===== config.mk =====
export PLATFORM = sky130hd
export DESIGN_NAME = tunnel_frame_deframer_core
export DESIGN_NICKNAME = d
export VERILOG_FILES = /design/src/sv/tfd_pkg.sv /design/src/sv/tfd_parser.sv /design/src/sv/tfd_outbuf.sv /design/src/sv/tunnel_frame_deframer_core.sv
export SDC_FILE = /design/constraint.sdc
export NUM_CORES = 1
export LEC_CHECK = 0
export BUFFER_PORTS_ARGS = -buffer_cell sky130_fd_sc_hd__buf_2
export CORE_MARGIN = 2
export CORE_UTILIZATION = 40
export DETAILED_ROUTE_END_ITERATION = 12
export PLACE_DENSITY_LB_ADDON = 0.08
export SYNTH_ARGS = -nofsm -noshare
export SYNTH_HDL_FRONTEND = slang
export SYNTH_HIERARCHICAL = 1
export SYNTH_SLANG_ARGS = --single-unit

===== constraint.sdc =====
create_clock -name clk -period 3.3 [get_ports clk]
set_input_delay 0 -clock clk [delete_from_list [all_inputs] [get_ports clk]]
set_output_delay 0 -clock clk [all_outputs]
set_load 0.005 [all_outputs]

===== src/sv/tfd_pkg.sv =====
// Shared types, codes and constants for the tunnel frame deframer.
`default_nettype none

package tfd_pkg;

  // Result kinds carried on the master-side tuser
  localparam logic [1:0] KIND_DATA  = 2'd0;
  localparam logic [1:0] KIND_KEEP  = 2'd1;
  localparam logic [1:0] KIND_ERROR = 2'd2;

  // Frame type bytes
  localparam logic [7:0] TYPE_KEEPALIVE = 8'd1;
  localparam logic [7:0] TYPE_PACKET    = 8'd3;

  // Frame geometry
  localparam logic [15:0] MIN_PACKET = 16'd28;
  localparam logic [15:0] HDR_LEN    = 16'd14;
  localparam logic [7:0]  SLOT_SIZE  = 8'd6;

  // Configuration register indexes and reset values
  localparam logic CFG_PROTOCOL_ID = 1'b0;
  localparam logic CFG_INSTANCE_ID = 1'b1;
  localparam logic [15:0] PROTOCOL_ID_RESET = 16'hE78A;
  localparam logic [15:0] INSTANCE_ID_RESET = 16'hDEFA;

  // One result item
  typedef struct packed {
    logic [1:0] kind;
    logic [7:0] payload_byte;
    logic       last;
  } result_t;

endpackage

`default_nettype wire


===== src/sv/tfd_parser.sv =====
// Frame parser: phase register, counters and header check for one byte per cycle when a beat is accepted.
`default_nettype none

module tfd_parser (
  input  wire logic             clk,
  input  wire logic             rst,
  input  wire logic             beat,
  input  wire logic             mode,
  input  wire logic [7:0]       rx_byte,
  input  wire logic [15:0]      protocol_id,
  input  wire logic [15:0]      instance_id,
  output logic                  res_valid,
  output tfd_pkg::result_t      res
);

  localparam logic [2:0] PH_IDLE   = 3'd0;
  localparam logic [2:0] PH_LENHI  = 3'd1;
  localparam logic [2:0] PH_LENLO  = 3'd2;
  localparam logic [2:0] PH_SKIP   = 3'd3;
  localparam logic [2:0] PH_HEADER = 3'd4;
  localparam logic [2:0] PH_FWD    = 3'd5;
  localparam logic [2:0] PH_ERROR  = 3'd6;

  logic [2:0]  phase, phase_next;
  logic        frame_is_packet, frame_is_packet_next;
  logic [15:0] frame_length, frame_length_next;
  logic [3:0]  byte_index, byte_index_next;
  logic        header_match, header_match_next;
  logic [15:0] inner_length, inner_length_next;
  logic [15:0] payload_left, payload_left_next;

  logic [15:0] len_full;
  logic [15:0] rest;
  logic [15:0] inner_full;
  logic [15:0] left_dec;
  logic [7:0]  expected;

  assign len_full   = {frame_length[15:8], rx_byte};
  assign rest       = frame_length - tfd_pkg::HDR_LEN;
  assign inner_full = {inner_length[15:8], rx_byte};
  assign left_dec   = payload_left - 16'd1;

  // Expected inner header byte at the current position
  always_comb begin
    unique case (byte_index)
      4'd0:    expected = protocol_id[15:8];
      4'd1:    expected = protocol_id[7:0];
      4'd2:    expected = instance_id[15:8];
      4'd3:    expected = instance_id[7:0];
      4'd7, 4'd9, 4'd11: expected = tfd_pkg::SLOT_SIZE;
      default: expected = 8'd0;
    endcase
  end

  // Next state and result for the beat
  always_comb begin
    phase_next           = phase;
    frame_is_packet_next = frame_is_packet;
    frame_length_next    = frame_length;
    byte_index_next      = byte_index;
    header_match_next    = header_match;
    inner_length_next    = inner_length;
    payload_left_next    = payload_left;
    res_valid            = 1'b0;
    res.kind             = tfd_pkg::KIND_DATA;
    res.payload_byte     = 8'd0;
    res.last             = 1'b0;

    if (beat) begin
      if (mode) begin
        phase_next           = PH_IDLE;
        frame_is_packet_next = 1'b0;
        frame_length_next    = 16'd0;
        byte_index_next      = 4'd0;
        header_match_next    = 1'b1;
        inner_length_next    = 16'd0;
        payload_left_next    = 16'd0;
      end else begin
        unique case (phase)
          PH_IDLE: begin
            if (rx_byte == tfd_pkg::TYPE_KEEPALIVE || rx_byte == tfd_pkg::TYPE_PACKET) begin
              frame_is_packet_next = (rx_byte == tfd_pkg::TYPE_PACKET);
              phase_next           = PH_LENHI;
            end else begin
              phase_next = PH_ERROR;
              res_valid  = 1'b1;
              res.kind   = tfd_pkg::KIND_ERROR;
            end
          end
          PH_LENHI: begin
            frame_length_next = {rx_byte, 8'd0};
            phase_next        = PH_LENLO;
          end
          PH_LENLO: begin
            frame_length_next = len_full;
            if (!frame_is_packet || len_full < tfd_pkg::MIN_PACKET) begin
              // keepalive or short packet: skip the payload
              payload_left_next = len_full;
              phase_next        = (len_full == 16'd0) ? PH_IDLE : PH_SKIP;
              if (!frame_is_packet) begin
                res_valid = 1'b1;
                res.kind  = tfd_pkg::KIND_KEEP;
              end
            end else begin
              byte_index_next   = 4'd0;
              header_match_next = 1'b1;
              inner_length_next = 16'd0;
              phase_next        = PH_HEADER;
            end
          end
          PH_SKIP: begin
            payload_left_next = left_dec;
            if (left_dec == 16'd0) phase_next = PH_IDLE;
          end
          PH_HEADER: begin
            byte_index_next = byte_index + 4'd1;
            if (byte_index < 4'd12) begin
              if (rx_byte != expected) header_match_next = 1'b0;
            end else if (byte_index == 4'd12) begin
              inner_length_next = {rx_byte, 8'd0};
            end else begin
              // last header byte: decide forward or skip
              payload_left_next = rest;
              if (header_match && inner_full >= tfd_pkg::HDR_LEN) begin
                inner_length_next = (inner_full > rest) ? rest : inner_full;
                phase_next        = PH_FWD;
              end else begin
                inner_length_next = inner_full;
                phase_next        = (rest == 16'd0) ? PH_IDLE : PH_SKIP;
              end
            end
          end
          PH_FWD: begin
            payload_left_next = left_dec;
            if (inner_length != 16'd0) begin
              inner_length_next = inner_length - 16'd1;
              res_valid         = 1'b1;
              res.kind          = tfd_pkg::KIND_DATA;
              res.payload_byte  = rx_byte;
              res.last          = (inner_length == 16'd1);
            end
            if (left_dec == 16'd0) phase_next = PH_IDLE;
          end
          PH_ERROR: phase_next = PH_ERROR;
          default:  phase_next = PH_ERROR;
        endcase
      end
    end
  end

  // Parser state
  always_ff @(posedge clk) begin
    if (rst) begin
      phase           <= PH_IDLE;
      frame_is_packet <= 1'b0;
      frame_length    <= 16'd0;
      byte_index      <= 4'd0;
      header_match    <= 1'b1;
      inner_length    <= 16'd0;
      payload_left    <= 16'd0;
    end else begin
      phase           <= phase_next;
      frame_is_packet <= frame_is_packet_next;
      frame_length    <= frame_length_next;
      byte_index      <= byte_index_next;
      header_match    <= header_match_next;
      inner_length    <= inner_length_next;
      payload_left    <= payload_left_next;
    end
  end

  // A restart beat returns the parser to idle
  a_restart_idle: assert property (@(posedge clk) disable iff (rst)
    beat && mode |=> phase == PH_IDLE)
    else $error("restart did not return parser to idle");

  // Payload results only come from the forwarding phase
  a_data_in_fwd: assert property (@(posedge clk) disable iff (rst)
    res_valid && res.kind == tfd_pkg::KIND_DATA |-> phase == PH_FWD)
    else $error("payload byte outside forwarding");

  // The error phase holds until a restart
  a_error_holds: assert property (@(posedge clk) disable iff (rst)
    phase == PH_ERROR && !(beat && mode) |=> phase == PH_ERROR)
    else $error("error phase left without restart");

  // Forwarding never emits more bytes than the frame has left
  a_fwd_bound: assert property (@(posedge clk) disable iff (rst)
    phase == PH_FWD |-> inner_length <= payload_left)
    else $error("forward count exceeds frame payload");

endmodule

`default_nettype wire


===== src/sv/tfd_outbuf.sv =====
// Two-entry result buffer between the parser and the master-side stream.
`default_nettype none

module tfd_outbuf (
  input  wire logic             clk,
  input  wire logic             rst,
  input  wire logic             push,
  input  wire tfd_pkg::result_t push_data,
  output logic                  space,
  output logic                  out_valid,
  input  wire logic             out_ready,
  output tfd_pkg::result_t      out_data
);

  tfd_pkg::result_t entry [2];
  logic       wr_ptr;
  logic       rd_ptr;
  logic [1:0] count;
  logic       pop;

  assign space     = (count != 2'd2);
  assign out_valid = (count != 2'd0);
  assign pop       = out_valid && out_ready;
  assign out_data  = entry[rd_ptr];

  // Store a result beat
  always_ff @(posedge clk) begin
    if (push) entry[wr_ptr] <= push_data;
  end

  // Advance pointers and occupancy
  always_ff @(posedge clk) begin
    if (rst) begin
      wr_ptr <= 1'b0;
      rd_ptr <= 1'b0;
      count  <= 2'd0;
    end else begin
      if (push) wr_ptr <= ~wr_ptr;
      if (pop)  rd_ptr <= ~rd_ptr;
      unique case ({push, pop})
        2'b10:   count <= count + 2'd1;
        2'b01:   count <= count - 2'd1;
        default: count <= count;
      endcase
    end
  end

  a_no_overflow: assert property (@(posedge clk) disable iff (rst)
    push |-> count != 2'd2)
    else $error("result buffer overflow");

  a_count_range: assert property (@(posedge clk) disable iff (rst)
    count != 2'd3)
    else $error("result buffer count out of range");

  a_ptr_gap: assert property (@(posedge clk) disable iff (rst)
    (count == 2'd0 || count == 2'd2) |-> wr_ptr == rd_ptr)
    else $error("result buffer pointers inconsistent");

endmodule

`default_nettype wire


===== src/sv/tunnel_frame_deframer_core.sv =====
// Top level of the tunnel frame deframer: config registers, parser and result buffer.
//
//  channel   direction  handshake          payload
//  s_*       in         s_tvalid/s_tready  tdata rx_byte, tuser mode
//  m_*       out        m_tvalid/m_tready  tdata payload_byte, tuser kind, tlast last
//  cfg_*     in         cfg_we             cfg_addr index, cfg_data value
//
// One byte is taken per cycle while s_tready is high; its result, if any, is
// held in the result buffer that drives m_*; the parser's state update sets the rate.
// A two-entry result buffer keeps input flowing while a result waits; s_tready
// falls only while both entries are occupied.
// rst is synchronous: parser goes idle, buffer empties, config returns to defaults.
`default_nettype none

module tunnel_frame_deframer_core (
  input  wire logic        clk,
  input  wire logic        rst,
  input  wire logic        s_tvalid,
  output logic             s_tready,
  input  wire logic [7:0]  s_tdata,   // [7:0] rx_byte
  input  wire logic        s_tuser,   // [0] mode
  output logic             m_tvalid,
  input  wire logic        m_tready,
  output logic [7:0]       m_tdata,   // [7:0] payload_byte
  output logic [1:0]       m_tuser,   // [1:0] kind
  output logic             m_tlast,
  input  wire logic        cfg_we,
  input  wire logic        cfg_addr,
  input  wire logic [15:0] cfg_data
);

  logic [15:0]      protocol_id;
  logic [15:0]      instance_id;
  logic             beat;
  logic             res_valid;
  tfd_pkg::result_t res;
  tfd_pkg::result_t out_data;

  assign beat = s_tvalid && s_tready;

  // Configuration registers
  always_ff @(posedge clk) begin
    if (rst) begin
      protocol_id <= tfd_pkg::PROTOCOL_ID_RESET;
      instance_id <= tfd_pkg::INSTANCE_ID_RESET;
    end else if (cfg_we) begin
      unique case (cfg_addr)
        tfd_pkg::CFG_PROTOCOL_ID: protocol_id <= cfg_data;
        tfd_pkg::CFG_INSTANCE_ID: instance_id <= cfg_data;
        default: ;
      endcase
    end
  end

  tfd_parser u_parser (
    .clk         (clk),
    .rst         (rst),
    .beat        (beat),
    .mode        (s_tuser),
    .rx_byte     (s_tdata),
    .protocol_id (protocol_id),
    .instance_id (instance_id),
    .res_valid   (res_valid),
    .res         (res)
  );

  tfd_outbuf u_outbuf (
    .clk       (clk),
    .rst       (rst),
    .push      (res_valid),
    .push_data (res),
    .space     (s_tready),
    .out_valid (m_tvalid),
    .out_ready (m_tready),
    .out_data  (out_data)
  );

  assign m_tdata = out_data.payload_byte;
  assign m_tuser = out_data.kind;
  assign m_tlast = out_data.last;

endmodule

`default_nettype wire


==> results.json <==
{
  "hp-class": "primary input to flip-flop",
  "diodes": 0,
  "finalPower_mw": 4.58,
  "layout-drive-gt1-share_pct": 19.6,
  "root_buffer": "clkbuf_16",
  "place_hpwl_microns": 16300,
  "ys.flop_type": "dfxtp_1",
  "ys_async_sr_fraction_pct": 0,
  "fin_crit_ps": 3250,
  "period_share_pct": 98.5,
  "syn_to_final_growth_pct": 20.5,
  "path_clk_slew_ps": 60,
  "core.rowCount": 49,
  "yosys.area.top_type_share_pct": 25.7,
  "grt_max_degree": 60,
  "cp.arrival_ps": 3550,
  "first_pass_iters": 5,
  "fin_worst_skew_ps": 5.48,
  "dieHeight_microns": 139,
  "finalHoldViolCount": 0,
  "finalSetupViolCount": 0,
  "synth_common_cells": "nor2_1 (107), dfxtp_1 (94), a21oi_1 (68)",
  "io_buffers": 43,
  "cp-start-kind": "flip-flop",
  "gp_congestion": 0.911,
  "drv_cap": 0,
  "r2r_end": "u_parser/inner_length[1]",
  "nets": 1009,
  "status": "finished, final reports clean",
  "rsz0062_at_grt": "yes",
  "reg2reg_depth": 12,
  "dr_total_vias": 7137,
  "wl_per_cell_microns": 19.2,
  "postRouteWirelength_microns": 23000,
  "cts_tree": "yes",
  "ir_drop_mv": 0.337,
  "p_leak_nw": 3.40,
  "synth_area_leaders": "dfxtp_1 (26%), edfxtp_1 (9.0%), nor2_1 (5.5%)",
  "crit_type": "flip-flop to flip-flop",
  "synth_cells": 877,
  "crit_chain": "or3_4, nor3_4, xnor2_2, ha_2, nand2_2, nand4b_1, o221ai_2, maj3_2, maj3_2, a2111o_1, and2_4, a311o_1",
  "ant_nets": 0,
  "yosysWarnings": 6,
  "drt_iter0_markers": 579,
  "synth_nets": 929,
  "report.final.slew_viol_count": 0,
  "synth-seq-cells": 116,
  "core_region_area_sq_mm": 0.0180,
  "grt_overflow_total": 0,
  "worst_pin_slew_ps": 988,
  "grt_usage_pct": 23.8,
  "finish.utilization_pct": 49.2,
  "die-area_sq_mm": 0.0194,
  "r2r_setup_slack_ps": 50,
  "crit_path_top_delay_cell": "a2111o_1",
  "fin_worst_hold_slack_ps": 46.1,
  "hold_depth": 3,
  "critPathCaptureType": "flip-flop",
  "numCtsBuffers": 17,
  "ios": 44,
  "cp_data_required_time_ps": 3600,
  "cts.sinks": 116,
  "drc": 0,
  "regToRegStartpoint": "u_parser/frame_length[6]",
  "hold_end": "u_parser/frame_length[13]",
  "fill_cells": 1745,
  "worstSkewPairLatency_ps": 420,
  "grt_pass1_wl_microns": 37200,
  "crit_fanout": 8,
  "chipWidth_microns": 139,
  "synth_edf_count": 22,
  "grt_pass1_vias": 6950,
  "synth.avg_cell_area_sq_um": 8.36,
  "syn-cell-area_sq_mm": 0.00733,
  "clock_path_buffers": 2,
  "clock.fmax_mhz": 308,
  "cts_max_level": 4,
  "start_util_pct": 40.8,
  "powerDensity_mw_per_mm2": 519,
  "vias_per_cell": 5.95,
  "ys_seq_area_share_pct": 34.7,
  "slew_headroom_pct": 33.8,
  "min-delay-start": "s_tdata[5]",
  "synth_top_area_cell": "dfxtp_1",
  "cp_common_cell": "maj3_2",
  "critPathMaxStageDelay_ps": 450,
  "synth.most_common_cell": "nor2_1",
  "antenna_found_initial": 0,
  "synth.distinct_cells": 84
}
## stage by stage
step | area, sq um | std cells | worst slack (ps) | setup TNS (ps)
detailed placement | 8020 | 1148 | -32.3 | -32.3
global placement | 8020 | 1148 | 54.2 | 0
global route | 8830 | 1199 | -74.6 | -213
CTS | 8780 | 1198 | 13.3 | 0
finish | 8830 | 1199 | 50.4 | 0
floorplan | 7360 | 877 | 10.9 | 0
## area by class of cell
type / instances / area [sq um] / area share [%]
Timing Repair Buffer: 126 / 887 / 10.0
Sequential cell: 116 / 2540 / 28.8
Clock buffer: 18 / 429 / 4.86
Multi-Input combinational cell: 672 / 4460 / 50.5
Tap cell: 229 / 287 / 3.24
Inverter: 24 / 90.1 / 1.02
Clock inverter: 14 / 141 / 1.60
## worst max path at each step
stage	from	to	slack (ps)
floorplan	u_parser/frame_length[6]	u_parser/inner_length[1]	10
global placement	u_parser/frame_length[9]	u_parser/inner_length[1]	50
detailed placement	u_parser/frame_length[6]	u_parser/inner_length[4]	-30
CTS	u_parser/frame_length[6]	u_parser/inner_length[1]	10
global route	u_parser/frame_length[6]	u_parser/inner_length[1]	-70
finish	u_parser/frame_length[6]	u_parser/inner_length[1]	50
## registers in the layout, indices dropped and copies added, names as in the netlist, 2 cells and up, named ones only
register	flops
instance_id	16
protocol_id	16
u_outbuf/count	2
u_outbuf/entry	22
u_parser/byte_index	4
u_parser/frame_length	16
u_parser/inner_length	16
u_parser/payload_left	16
u_parser/phase	3
## metal layers
layer	vias up	global-route usage [%]	part of all wire (%)
li1	3409	-	-
met1	3426	32.7	46
met2	263	38.1	46
met3	39	4.37	5.8
met4	0	7.55	2.3
met5	-	0	0
## cell families after synthesis
group | Yosys count | share of synthesized area (%)
compound gates | 244 | 22.3
xor+xnor | 41 | 5.85
fa+ha+maj | 23 | 3.89
buf+inv | 89 | 5.65
flops | 116 | 34.7
mux | 27 | 3.87
simple gates | 337 | 23.8
## critical path: cells and delay by family (launching register included)
kind / cells / cell delay, ps
adder cells (fa/ha/maj): 3 / 870
XOR/XNOR: 1 / 150
flip-flops: 1 / 310
AO/OA/AOI/OAI: 3 / 860
AND/OR/NAND/NOR: 5 / 930
## power by group
group          switching [mW]  internal, mW  total, mW
combinational           0.672         0.507       1.18
clock                   0.743          1.06       1.80
sequential             0.0755          1.53       1.61
total                    1.49          3.09       4.58
## cells in the final DEF (no fill, tap or decap), drive strengths merged, types with 4 or more instances in the layout
cell type	synthesis	layout
nand3	27	27
nand2	54	54
nand2b	14	14
a31oi	7	7
xor2	14	14
nor2	108	108
nand4	14	14
a211o	6	6
xnor2	22	22
nor3	28	28
buf	23	108
o311ai	6	6
o31ai	4	4
or3	8	8
clkbuf	42	18
nor2b	5	5
ha	21	21
a21oi	68	68
nand4bb	4	4
a22oi	26	26
edfxtp	22	22
o21ai	48	48
or2	5	5
and3	10	10
nor3b	5	5
nor4	23	23
inv	24	31
o221ai	12	12
xnor3	5	5
dfxtp	94	94
a22o	4	4
dlygate4sd3	0	18
mux2	11	11
a221oi	7	7
o21a	6	6
and2	18	18
o22ai	4	4
mux2i	16	16
a211oi	17	17
## timing repair
action	4_1_cts	5_1_grt
gates resized for setup	2	11
setup buffers	0	1
hold buffers	18	0
endpoints found under the hold margin	35	0
setup endpoints to repair	8	16
pin swaps	1	9
Note: power is estimated with default switching activity, not from simulation.
